<file path="config.mk">
export PLATFORM = sky130hd
export DESIGN_NAME = fork_grant_arbiter_top
export DESIGN_NICKNAME = d
export VERILOG_FILES = /design/src/design/fga_pkg.sv /design/src/design/fga_ctrl.sv /design/src/design/fga_datapath.sv /design/src/design/fork_grant_arbiter_top.sv
export VERILOG_INCLUDE_DIRS = /design/src /design/src/design
export SDC_FILE = /design/constraint.sdc
export NUM_CORES = 1
export LEC_CHECK = 0
export ABC_AREA = 1
export BUFFER_PORTS_ARGS = -buffer_cell sky130_fd_sc_hd__buf_2
export CAP_MARGIN = 20
export CORE_MARGIN = 5
export CORE_UTILIZATION = 25
export CTS_BUF_LIST = sky130_fd_sc_hd__clkbuf_4
export CTS_CLUSTER_DIAMETER = 80
export DETAILED_ROUTE_END_ITERATION = 8
export SLEW_MARGIN = 15
export SYNTH_ARGS = -nofsm -noshare
export SYNTH_HDL_FRONTEND = slang
export SYNTH_HIERARCHICAL = 1
export SYNTH_SLANG_ARGS = --single-unit
</file>
<file path="constraint.sdc">
create_clock -name clk_i -period 5.1 [get_ports clk_i]
set_clock_uncertainty 0.1 [all_clocks]
set_input_delay 0.51 -clock clk_i [delete_from_list [all_inputs] [get_ports clk_i]]
set_output_delay 0.51 -clock clk_i [all_outputs]
set_load 0.005 [all_outputs]
</file>
<file path="src/design/fork_grant_arbiter_top_macros.svh">
// Assertion helpers for the fork grant arbiter.
// Every assertion uses clk_i and is disabled while rst_ni is low.
`ifndef FORK_GRANT_ARBITER_TOP_MACROS_SVH
`define FORK_GRANT_ARBITER_TOP_MACROS_SVH

`define FGA_ASSERT(lbl, ante, cons, msg) \
  lbl: assert property (@(posedge clk_i) disable iff (!rst_ni) (ante) |-> (cons)) \
    else $error(msg);

`define FGA_ASSERT_NXT(lbl, ante, cons, msg) \
  lbl: assert property (@(posedge clk_i) disable iff (!rst_ni) (ante) |=> (cons)) \
    else $error(msg);

`endif

</file>
<file path="src/design/fga_pkg.sv">
`default_nettype none

package fga_pkg;

  localparam int unsigned MaxSeatsDef = 16;
  localparam int unsigned SeatsReset  = 5;

  localparam int unsigned CfgW  = 5;
  localparam int unsigned SeatW = 4;
  localparam int unsigned ActW  = 2;

  localparam logic [ActW-1:0] ActLeft  = 2'd0;
  localparam logic [ActW-1:0] ActRight = 2'd1;
  localparam logic [ActW-1:0] ActPut   = 2'd2;

  typedef struct packed {
    logic accept;
    logic scan;
    logic load0;
    logic load1;
  } cmd_t;

  typedef struct packed {
    logic in_want;
    logic in_put;
    logic can;
    logic queue_empty;
    logic scan_last;
    logic scan_grant;
    logic k_nz;
    logic two;
    logic out_free;
  } status_t;

endpackage

`default_nettype wire

</file>
<file path="src/design/fga_ctrl.sv">
`default_nettype none

module fga_ctrl (
  input  wire logic            clk_i,
  input  wire logic            rst_ni,
  input  wire logic            in_valid_i,
  output logic                 in_stall_o,
  input  wire fga_pkg::status_t status_i,
  output fga_pkg::cmd_t        cmd_o
);

  typedef enum logic [1:0] {
    StIdle,
    StScan,
    StEmit0,
    StEmit1
  } state_e;

  state_e state_q, state_d;

  always_comb begin
    state_d = state_q;
    cmd_o   = '0;
    case (state_q)
      StIdle: begin
        cmd_o.accept = in_valid_i;
        if (in_valid_i) begin
          if (status_i.in_want && status_i.can) begin
            state_d = StEmit0;
          end else if (status_i.in_put && !status_i.queue_empty) begin
            state_d = StScan;
          end
        end
      end
      StScan: begin
        cmd_o.scan = 1'b1;
        if (status_i.scan_last) begin
          state_d = (status_i.k_nz || status_i.scan_grant) ? StEmit0 : StIdle;
        end
      end
      StEmit0: begin
        if (status_i.out_free) begin
          cmd_o.load0 = 1'b1;
          state_d     = status_i.two ? StEmit1 : StIdle;
        end
      end
      StEmit1: begin
        if (status_i.out_free) begin
          cmd_o.load1 = 1'b1;
          state_d     = StIdle;
        end
      end
      default: begin
        state_d = StIdle;
      end
    endcase
  end

  always_ff @(posedge clk_i or negedge rst_ni) begin
    if (!rst_ni) begin
      state_q <= StIdle;
    end else begin
      state_q <= state_d;
    end
  end

  assign in_stall_o = (state_q != StIdle);

endmodule

`default_nettype wire

</file>
<file path="src/design/fga_datapath.sv">
`default_nettype none

`include "fork_grant_arbiter_top_macros.svh"

module fga_datapath #(
  parameter int unsigned MAX_SEATS = fga_pkg::MaxSeatsDef
) (
  input  wire logic                        clk_i,
  input  wire logic                        rst_ni,
  input  wire logic                        cfg_wr_en_i,
  input  wire logic [fga_pkg::CfgW-1:0]    cfg_wr_data_i,
  input  wire logic [fga_pkg::ActW-1:0]    action_i,
  input  wire logic [fga_pkg::SeatW-1:0]   seat_i,
  input  wire logic                        out_stall_i,
  output logic                             out_valid_o,
  output logic [fga_pkg::SeatW-1:0]        granted_seat_o,
  output logic                             fork_side_o,
  output logic                             last_o,
  input  wire fga_pkg::cmd_t               cmd_i,
  output fga_pkg::status_t                 status_o
);

  localparam int unsigned FW    = $clog2(MAX_SEATS);
  localparam int unsigned NW    = $clog2(MAX_SEATS + 1);
  localparam int unsigned Depth = MAX_SEATS - 1;
  localparam int unsigned QW    = (Depth > 1) ? $clog2(Depth) : 1;
  localparam int unsigned CW    = $clog2(Depth + 1);
  localparam int unsigned EW    = fga_pkg::SeatW + 1;

  function automatic logic [QW-1:0] q_inc(input logic [QW-1:0] p);
    return (p == QW'(Depth - 1)) ? '0 : p + QW'(1);
  endfunction

  logic [fga_pkg::CfgW-1:0] num_seats_q;
  logic [MAX_SEATS-1:0]     busy_q, busy_d;
  logic [NW-1:0]            taken_q, taken_d;
  logic [CW-1:0]            count_q, count_d;
  logic [CW-1:0]            scan_left_q, scan_left_d;
  logic [QW-1:0]            head_q, head_d;
  logic [QW-1:0]            tail_q, tail_d;
  logic [1:0]               k_q, k_d;
  logic                     out_valid_q, out_valid_d;

  logic [EW-1:0]            wait_mem_q [Depth];
  logic [EW-1:0]            rd_data_q;
  logic [EW-1:0]            g0_q, g1_q;
  logic [fga_pkg::SeatW-1:0] out_seat_q;
  logic                     out_side_q, out_last_q;

  logic [NW-1:0]             n;
  logic                      chk_side;
  logic [fga_pkg::SeatW-1:0] chk_seat;
  logic [EW-1:0]             entry_chk;
  logic                      seat_ok, room_ok, can;
  logic [31:0]               right_sum;
  logic [FW-1:0]             f_left, f_right, f_sel;
  logic                      in_want, in_put;
  logic                      do_grant, do_push_new, do_put, do_rotate, mem_we;
  logic [QW-1:0]             rd_addr;
  logic                      out_free, out_load;

  always_comb begin
    if (num_seats_q < fga_pkg::CfgW'(2)) begin
      n = NW'(2);
    end else if (32'(num_seats_q) > MAX_SEATS) begin
      n = NW'(MAX_SEATS);
    end else begin
      n = NW'(num_seats_q);
    end
  end

  assign chk_side  = cmd_i.scan ? rd_data_q[EW-1] : action_i[0];
  assign chk_seat  = cmd_i.scan ? rd_data_q[fga_pkg::SeatW-1:0] : seat_i;
  assign entry_chk = {chk_side, chk_seat};

  assign seat_ok   = (32'(chk_seat) < 32'(n));
  assign right_sum = 32'(chk_seat) + 32'd1;
  assign f_left    = FW'(chk_seat);
  assign f_right   = (right_sum == 32'(n)) ? '0 : FW'(right_sum);
  assign f_sel     = chk_side ? f_right : f_left;
  assign room_ok   = chk_side || ((32'(taken_q) + 32'd1) < 32'(n));
  assign can       = seat_ok && room_ok && !busy_q[f_sel];

  assign in_want = (action_i == fga_pkg::ActLeft) || (action_i == fga_pkg::ActRight);
  assign in_put  = (action_i == fga_pkg::ActPut) && seat_ok;

  assign do_grant    = (cmd_i.accept && in_want && can) || (cmd_i.scan && can && !k_q[1]);
  assign do_push_new = cmd_i.accept && in_want && !can && seat_ok && (count_q != CW'(Depth));
  assign do_put      = cmd_i.accept && in_put;
  assign do_rotate   = cmd_i.scan && !do_grant;
  assign mem_we      = do_push_new || do_rotate;
  assign rd_addr     = cmd_i.scan ? q_inc(head_q) : head_q;

  assign out_free = !out_valid_q || !out_stall_i;
  assign out_load = cmd_i.load0 || cmd_i.load1;

  always_comb begin
    busy_d      = busy_q;
    taken_d     = taken_q;
    count_d     = count_q;
    scan_left_d = scan_left_q;
    head_d      = head_q;
    tail_d      = tail_q;
    k_d         = k_q;
    if (do_put) begin
      busy_d[f_left]  = 1'b0;
      busy_d[f_right] = 1'b0;
      taken_d         = (taken_q >= NW'(2)) ? taken_q - NW'(2) : '0;
      k_d             = '0;
      scan_left_d     = count_q;
    end
    if (do_grant) begin
      busy_d[f_sel] = 1'b1;
      if (32'(taken_q) < MAX_SEATS) begin
        taken_d = taken_q + NW'(1);
      end
      k_d = cmd_i.accept ? 2'd1 : k_q + 2'd1;
    end
    if (do_push_new) begin
      tail_d  = q_inc(tail_q);
      count_d = count_q + CW'(1);
    end
    if (cmd_i.scan) begin
      head_d      = q_inc(head_q);
      scan_left_d = scan_left_q - CW'(1);
      if (do_grant) begin
        count_d = count_q - CW'(1);
      end else begin
        tail_d = q_inc(tail_q);
      end
    end
  end

  always_comb begin
    out_valid_d = out_load ? 1'b1 : (out_valid_q && out_stall_i);
  end

  always_ff @(posedge clk_i or negedge rst_ni) begin
    if (!rst_ni) begin
      num_seats_q <= fga_pkg::CfgW'(fga_pkg::SeatsReset);
      busy_q      <= '0;
      taken_q     <= '0;
      count_q     <= '0;
      scan_left_q <= '0;
      head_q      <= '0;
      tail_q      <= '0;
      k_q         <= '0;
      out_valid_q <= 1'b0;
    end else begin
      if (cfg_wr_en_i) begin
        num_seats_q <= cfg_wr_data_i;
      end
      busy_q      <= busy_d;
      taken_q     <= taken_d;
      count_q     <= count_d;
      scan_left_q <= scan_left_d;
      head_q      <= head_d;
      tail_q      <= tail_d;
      k_q         <= k_d;
      out_valid_q <= out_valid_d;
    end
  end

  always_ff @(posedge clk_i) begin
    if (mem_we) begin
      wait_mem_q[tail_q] <= entry_chk;
    end
    rd_data_q <= wait_mem_q[rd_addr];
  end

  always_ff @(posedge clk_i) begin
    if (do_grant) begin
      if (cmd_i.accept || (k_q == 2'd0)) begin
        g0_q <= entry_chk;
      end else begin
        g1_q <= entry_chk;
      end
    end
    if (cmd_i.load0) begin
      out_seat_q <= g0_q[fga_pkg::SeatW-1:0];
      out_side_q <= g0_q[EW-1];
      out_last_q <= !k_q[1];
    end else if (cmd_i.load1) begin
      out_seat_q <= g1_q[fga_pkg::SeatW-1:0];
      out_side_q <= g1_q[EW-1];
      out_last_q <= 1'b1;
    end
  end

  assign out_valid_o    = out_valid_q;
  assign granted_seat_o = out_seat_q;
  assign fork_side_o    = out_side_q;
  assign last_o         = out_last_q;

  always_comb begin
    status_o             = '0;
    status_o.in_want     = in_want;
    status_o.in_put      = in_put;
    status_o.can         = can;
    status_o.queue_empty = (count_q == '0);
    status_o.scan_last   = (scan_left_q == CW'(1));
    status_o.scan_grant  = do_grant;
    status_o.k_nz        = (k_q != 2'd0);
    status_o.two         = k_q[1];
    status_o.out_free    = out_free;
  end

  `FGA_ASSERT(a_count_bound, 1'b1, count_q <= CW'(Depth), "Wait queue count overflow.")
  `FGA_ASSERT(a_taken_bound, 1'b1, 32'(taken_q) <= MAX_SEATS, "Taken count out of range.")
  `FGA_ASSERT(a_grant_cap, 1'b1, k_q != 2'd3, "More than two grants for one request.")
  `FGA_ASSERT(a_load_free, cmd_i.load0 || cmd_i.load1, out_free, "Output overwritten.")
  `FGA_ASSERT_NXT(a_want_grant, cmd_i.accept && in_want && can, k_q == 2'd1, "Lost grant.")

endmodule

`default_nettype wire

</file>
<file path="src/design/fork_grant_arbiter_top.sv">
// Fork grant arbiter for a ring of seats sharing forks.
// Input channel (in_valid_i, in_stall_o, action_i, seat_i): one request per item,
// accepted when in_valid_i is high and in_stall_o is low. Output channel
// (out_valid_o, out_stall_i, granted_seat_o, fork_side_o, last_o): one item per
// grant, last_o marks the final grant caused by a request.
// The seat count register is written through cfg_wr_en_i and cfg_wr_data_i.
// A request that is ignored or queued is done in the idle state. A granted fork
// request passes the emit step; its grant is held in a grant register and then
// loaded into the output register. A put-back with requests queued first scans
// them all, because the wait queue memory is rotated one entry per cycle; each
// grant then takes an emit step.
// While the receiver stalls, the output register holds its grant; a further grant
// waits in the emit step, which holds off the next request.
// Reset frees all forks, empties the queue and sets the seat count to five; the
// queue memory needs no clearing pass.
`default_nettype none

module fork_grant_arbiter_top #(
  parameter int unsigned MAX_SEATS = fga_pkg::MaxSeatsDef
) (
  input  wire logic                        clk_i,
  input  wire logic                        rst_ni,
  input  wire logic                        cfg_wr_en_i,
  input  wire logic [fga_pkg::CfgW-1:0]    cfg_wr_data_i,
  input  wire logic                        in_valid_i,
  output logic                             in_stall_o,
  input  wire logic [fga_pkg::ActW-1:0]    action_i,
  input  wire logic [fga_pkg::SeatW-1:0]   seat_i,
  output logic                             out_valid_o,
  input  wire logic                        out_stall_i,
  output logic [fga_pkg::SeatW-1:0]        granted_seat_o,
  output logic                             fork_side_o,
  output logic                             last_o
);

  fga_pkg::cmd_t    cmd;
  fga_pkg::status_t status;

  fga_ctrl u_ctrl (
    .clk_i      (clk_i),
    .rst_ni     (rst_ni),
    .in_valid_i (in_valid_i),
    .in_stall_o (in_stall_o),
    .status_i   (status),
    .cmd_o      (cmd)
  );

  fga_datapath #(
    .MAX_SEATS (MAX_SEATS)
  ) u_datapath (
    .clk_i          (clk_i),
    .rst_ni         (rst_ni),
    .cfg_wr_en_i    (cfg_wr_en_i),
    .cfg_wr_data_i  (cfg_wr_data_i),
    .action_i       (action_i),
    .seat_i         (seat_i),
    .out_stall_i    (out_stall_i),
    .out_valid_o    (out_valid_o),
    .granted_seat_o (granted_seat_o),
    .fork_side_o    (fork_side_o),
    .last_o         (last_o),
    .cmd_i          (cmd),
    .status_o       (status)
  );

endmodule

`default_nettype wire

</file>
==> metrics.md, run 1 <==
| Metric | Value |
|---|---|
| Part of the cycle the worst path needs | 0.879 |
| Max Buffers Root-to-Sink | 2 |
| Final slew viol count | 0 |
| Die Height | 181 µm |
| Worst Hold Slack | 0.0867 ns |
| Num CTS Buffers | 17 |
| Vias | 5679 |
| Hold WC Path Type | primary input to flop |
| Root Driver | clkbuf_4 |
| Status | completed |
| Cells after synthesis | 804 |
| WP data required | 5.19 ns |
| DRC viols | 0 |
| Port Buffers | 23 |
| CP max stage cell | dfrtp_1 |
| Clock Latency Late Sink | 0.55 ns |
| Layout cells sized above 1 | 0.125 |
| CP arrival | 4.57 ns |
| Max-Cap Viols | 0 |
| CTS tree | built |
| Final ANT Viol Nets | 0 |
| H-tree Lvls | 4 |
| Unrepaired setup endpoints after global routing | no |
| Maximum number of pins on one net before global-route repair | 48 |
| Slowest Stage Delay on Critical Path | 0.45 ns |
| Synth-to-layout area growth | 12.0% |
| Drt total wl | 17400 µm |
| Net count, final | 867 |
| Fmax | 0.223 GHz |
| Peak VDD IR | 0.000205 V |
| Leakage | 3.34 nW |
| Slew @ Worst Pin | 0.917 ns |
| Placed wire-length estimate | 12300 µm |
| Post-CTS sizing | 0 |
| Vias/cell | 4.62 |
| Critical Path Fanout Max | 13 |
| Die area | 32600 µm² |
| Syn nets | 841 |
| Hold Vio Cnt, Final | 0 |
| First-pass GRT wire length | 28700 µm |
| Chip Width | 181 µm |
| Slew HR | 0.382 |
| # rows | 62 |
| Clk sinks | 143 |
| First-pass iteration count of the detailed router | 6 |
| Yosys warns | 6 |
| Fin worst setup slack | 0.618 ns |
| Io pins | 24 |
| Final min period | 4.48 ns |
| Cell variety after synth | 42 |
| # setup viols final | 0 |
| Setup TNS | 0 ns |
| CP dominant cell by count | nand2_1 |
| Post-route core utilization | 0.284 |
| Clock transition at path regs | 0.12 ns |
| Crit path cell chain | inv_2, nor2_2, inv_2, nand2_1, nand2_1, inv_1, ha_1, nand3_1, nand2_1, nor2_1, nand2_1, nor2_2, nand2_4, nand2_1, o21ai_2, nor2_1, nand2_1, inv_1, nor2_2, nand2_1, nand2_2, nand2_4, nand2_1, nor2_1 |
| Initial detailed-routing violation count | 444 |
| Vias in the first global route | 5629 |
| GRT Total Usage | 0.108 |
| CP endpoint kind | flop |
| Dpl ws | 0.680 ns |
| Syn avg cell area | 9.06 µm² |
| Gr ovfl total | 0 |
| Post-synth ARST share | 0.329 |
| Syn Std Cell Area | 7280 µm² |
| Core area | 28700 µm² |
| Fillers | 3027 |
| Post-CTS setup buffers | 0 |
| Nature of the critical path startpoint | flop |
| Final Wtd Congestion | 0.898 |
| Initial antenna violation count | 4 |
| Top FF cell, synth | edfxtp_1 |
| Post-synthesis sequential area ratio | 0.551 |
| Hold-fix buffers, CTS | 1 |
| Critical path type | flop to flop |
| FF+latch count, synth | 143 |
| Post-synth EDFFs | 91 |
| PD cells | 667 nW/µm² |
| Post-DR wirelength/cell | 14.2 µm |
| Starting density of the core | 0.254 |
==> cell usage after synthesis, types with 8 or more instances <==
master / number / area [µm²]
a21oi_1: 16 / 80.1
clkbuf_1: 15 / 56.3
dfrtp_1: 45 / 1130
edfxtp_1: 91 / 2730
ha_1: 21 / 263
inv_1: 70 / 263
inv_2: 11 / 41.3
nand2_1: 211 / 792
nand2_2: 10 / 62.6
nand3_1: 35 / 175
nand4_1: 8 / 50.1
nor2_1: 85 / 319
o211ai_1: 11 / 82.6
o21ai_0: 74 / 370
o221ai_1: 12 / 105
o22ai_1: 21 / 131
==> logic make-up after synthesis <==
kind of cell    after synthesis  synth area share
buf+inv                     109            0.0620
simple gates                372             0.216
compound gates              149             0.122
flops                       143             0.551
mux                           3           0.00464
xor+xnor                      7           0.00842
fa+ha+maj                    21            0.0361
==> stage by stage <==
stage | instance area [µm²] | total power, mW | cells
2_1_floorplan | 7280 | 3.86 | 804
3_3_place_gp | 7800 | 4.57 | 1194
3_5_place_dp | 7800 | 4.58 | 1194
4_1_cts | 8160 | 5.44 | 1227
5_1_grt | 8160 | 5.93 | 1228
6_report | 8160 | 5.44 | 1228
==> layout by cell type (no fill, tap or decap), drive strengths merged, types with 17 or more instances in the layout <==
master    n
o22ai    21
nand2   224
ha       21
dfrtp    45
edfxtp   91
o21ai    82
a21oi    17
buf      32
nand3    37
nor2     93
inv      82
clkbuf   20
==> power by group <==
group	leakage [nW]	internal, mW	switching, mW	total [mW]
clock network	0.180	0.452	0.400	0.852
registers	1.43	1.63	0.166	1.80
logic	1.73	0.806	1.98	2.79
total	3.34	2.89	2.55	5.44
==> worst paths after layout <==
check | cells past startpoint | start | slack, ns | endpoint
worst max-delay path | 24 | u_ctrl/state_q[0] | 0.62 | u_datapath/wait_mem_q[0][2]
worst min-delay path | 2 | cfg_wr_data_i[1] | 0.09 | u_datapath/num_seats_q[1]
worst max register to register | 24 | u_ctrl/state_q[0] | 0.62 | u_datapath/wait_mem_q[0][2]
worst min register to register | 2 | u_datapath/busy_q[10] | 0.40 | u_datapath/busy_q[10]
max in group asynchronous | 3 | rst_ni | 3.99 | u_datapath/count_q[0]
min in group asynchronous | 3 | rst_ni | 0.49 | u_datapath/scan_left_q[1]
==> routing by layer <==
layer  part of all wire  vias up  GRT usage
met3              0.061       35     0.0305
li1                   -     2774          -
met4              0.021        6     0.0408
met2               0.47      184      0.174
met1               0.45     2680      0.139
met5             0.0027        -          0
==> flip-flops by register name, indices dropped and copies added, names as in the netlist <==
signal                     flops
u_datapath/wait_mem_q         75
u_datapath/busy_q             16
u_datapath/g0_q                5
u_datapath/g1_q                5
u_datapath/num_seats_q         5
u_datapath/rd_data_q           5
u_datapath/taken_q             5
u_datapath/count_q             4
u_datapath/granted_seat_o      4
u_datapath/head_q              4
u_datapath/scan_left_q         4
u_datapath/tail_q              4
u_ctrl/state_q                 2
u_datapath/k_q                 2
u_datapath/fork_side_o         1
u_datapath/last_o              1
u_datapath/out_valid_o         1
==> final cells by class <==
cell class	instances	area, µm²	area share
Sequential cell	143	4010	0.492
Multi-Input combinational cell	552	2820	0.345
Tap cell	384	480	0.0589
Inverter	83	312	0.0382
Timing Repair Buffer	33	193	0.0236
Clock inverter	12	191	0.0235
Clock buffer	20	150	0.0184
Antenna cell	1	2.50	0.000307
==> worst max-delay path, delay by kind of cell, from the launching register on <==
| family | cells | cell delay [ns] |
|---|---|---|
| simple gates | 18 | 2.58 |
| fa+ha+maj | 1 | 0.31 |
| buf+inv | 4 | 0.57 |
| compound gates | 1 | 0.10 |
| flops | 1 | 0.45 |
Power figures use the tool's default switching activity.
==> run 2, diff against run 1 <==
--- a/config.mk
+++ b/config.mk
@@ -9,6 +9,7 @@
 export ABC_AREA = 1
 export BUFFER_PORTS_ARGS = -buffer_cell sky130_fd_sc_hd__buf_2
 export CAP_MARGIN = 20
+export CORE_ASPECT_RATIO = 0.9
 export CORE_MARGIN = 5
 export CORE_UTILIZATION = 25
 export CTS_BUF_LIST = sky130_fd_sc_hd__clkbuf_4
==> run 2 against run 1 <==
  * Sequential power barely moved
  * Final cell count down 1.5%
  * Critical path depth unchanged
  * Maximum frequency shrank 1.8%
  * Critical path type unchanged
  * Via count is 1.3% lower
==> metrics.md, run 2 (same netlist as run 1, synthesis figures left out) <==
| Metric | Value |
|---|---|
| Tot Pwr | 5.30 mW |
| Final slew viol count | 0 |
| Maximum number of pins on one net before global-route repair | 48 |
| Crit-path leading delay family | simple AND/OR/NAND/NOR gates |
| Peak VDD IR | 0.000219 V |
| First-pass iteration count of the detailed router | 5 |
| H-tree Lvls | 4 |
| Nature of the critical path startpoint | flop |
| Vias in the first global route | 5482 |
| Slowest Stage Delay on Critical Path | 0.46 ns |
| Port Buffers | 23 |
| Leakage | 3.30 nW |
| Drt total wl | 17400 µm |
| CP arrival | 4.65 ns |
| Max-Cap Viols | 0 |
| Starting density of the core | 0.253 |
| Slew HR | 0.433 |
| Fillers | 3044 |
| Initial antenna violation count | 0 |
| GRT Total Usage | 0.109 |
| CP dominant cell by count | nand2_1 |
| Diode count | 0 |
| DRC viols | 0 |
| Clock Latency Late Sink | 0.54 ns |
| Top Registers | u_datapath/wait_mem_q (75), u_datapath/busy_q (16) |
| Crit path cell chain | inv_2, nor2_2, inv_2, nand2_1, nand2_1, inv_1, ha_1, nand3_1, nand2_1, nor2_1, nand2_1, nor2_2, nand2_4, nand2_1, o21ai_2, nor2_1, nand2_1, inv_1, nor2_2, nand2_1, nand2_2, nand2_4, nand2_1, nor2_1 |
| Clock transition at path regs | 0.15 ns |
| Fmax | 0.219 GHz |
| Setup TNS | 0 ns |
| Buf/Inv on CP | 4 |
| Hold-fix buffers, CTS | 1 |
| PD cells | 656 nW/µm² |
| Max Buffers Root-to-Sink | 2 |
| Slew @ Worst Pin | 0.846 ns |
| Synth-to-layout area growth | 10.8% |
| Net count, final | 867 |
| Unrepaired setup endpoints after global routing | no |
| # rows | 59 |
| Hold WC Path Type | primary input to flop |
| Die area | 32600 µm² |
| Post-DR wirelength/cell | 14.4 µm |
| Post-CTS setup buffers | 0 |
| WP data required | 5.19 ns |
| Vias/cell | 4.64 |
| # setup viols final | 0 |
| Post-route core utilization | 0.280 |
| Max reg flops | 75 |
| Final ANT Viol Nets | 0 |
| Final min period | 4.56 ns |
| Core area | 28800 µm² |
| Num CTS Buffers | 17 |
| CTS tree | built |
| Gr ovfl total | 0 |
| Placed wire-length estimate | 12200 µm |
| Io pins | 24 |
| Post-CTS sizing | 0 |
| Most common cell after layout, fill and taps aside | nand2_1 |
| Vias | 5605 |
| Chip Width | 190 µm |
| Initial detailed-routing violation count | 553 |
| First-pass GRT wire length | 28700 µm |
| Clk sinks | 143 |
| Critical path type | flop to flop |
| Root Driver | clkbuf_4 |
| Final Wtd Congestion | 0.895 |
| Die Height | 172 µm |
| Critical Path Fanout Max | 13 |
| Biggest register | u_datapath/wait_mem_q |
| Layout cells sized above 1 | 0.128 |
| Part of the cycle the worst path needs | 0.895 |
| Status | completed |
| CP endpoint kind | flop |
| Hold Vio Cnt, Final | 0 |
| CP max stage cell | dfrtp_1 |
| Commonest cells after routing, fill and taps aside | nand2_1 (211), edfxtp_1 (91), nor2_1 (85), o21ai_0 (74), inv_1 (70) |
==> run 2: worst register-to-register path, delay by kind of cell (launching register included) <==
kind	cells	cell delay (ns)
DFF	1	0.46
and+or+nand+nor	18	2.65
AOI/OAI and AO/OA	1	0.10
adders and majority gates	1	0.31
buffers and inverters	4	0.61
==> run 2: report_power, final <==
group	switching, mW	leakage, nW	internal, mW
Clock	0.463	0.146	0.264
Combinational	1.96	1.73	0.807
Sequential	0.173	1.43	1.63
==> run 2: path summary, 6_finish.rpt <==
check / start / endpoint / slack [ns] / depth (start not counted)
setup / recovery: u_ctrl/state_q[0] / u_datapath/wait_mem_q[4][2] / 0.54 / 24
hold / removal: cfg_wr_data_i[2] / u_datapath/num_seats_q[2] / 0.09 / 3
setup reg to reg: u_ctrl/state_q[0] / u_datapath/wait_mem_q[4][2] / 0.54 / 24
hold reg to reg: u_datapath/busy_q[15] / u_datapath/busy_q[15] / 0.40 / 2
max in group asynchronous: rst_ni / u_datapath/head_q[0] / 3.95 / 3
min in group asynchronous: rst_ni / u_datapath/num_seats_q[3] / 0.50 / 3
==> run 2: per-stage QoR <==
step                      worst slack, ns  instance area [µm²]  std cells  hold slack (ns)
final                               0.537                 8070       1209           0.0869
after global routing               0.0981                 8070       1209           0.0426
after CTS                           0.584                 8070       1209           0.0330
after detailed placement            0.634                 7780       1176            0.371
after global placement              0.728                 7780       1176            0.384
after floorplan                      1.04                 7280        804            0.114
==> run 2: layer usage <==
metal | up-vias | routed length [µm] | share of wire | global-route usage
li1 | 2766 | - | - | -
met1 | 2659 | 8590 | 0.49 | 0.156
met3 | 11 | 1020 | 0.059 | 0.0266
met5 | - | 0 | 0 | 0
met4 | 0 | 125 | 0.0072 | 0.0204
met2 | 169 | 7670 | 0.44 | 0.170
==> run 2: area by class of cell <==
type | count | area, µm² | share of cell area
clock buffers | 18 | 135 | 0.0167
well taps | 366 | 458 | 0.0567
multi-input cells | 552 | 2820 | 0.349
clock inverters | 14 | 144 | 0.0178
repair buffers | 33 | 193 | 0.0239
flip-flops and latches | 143 | 4010 | 0.497
inverters | 83 | 312 | 0.0386
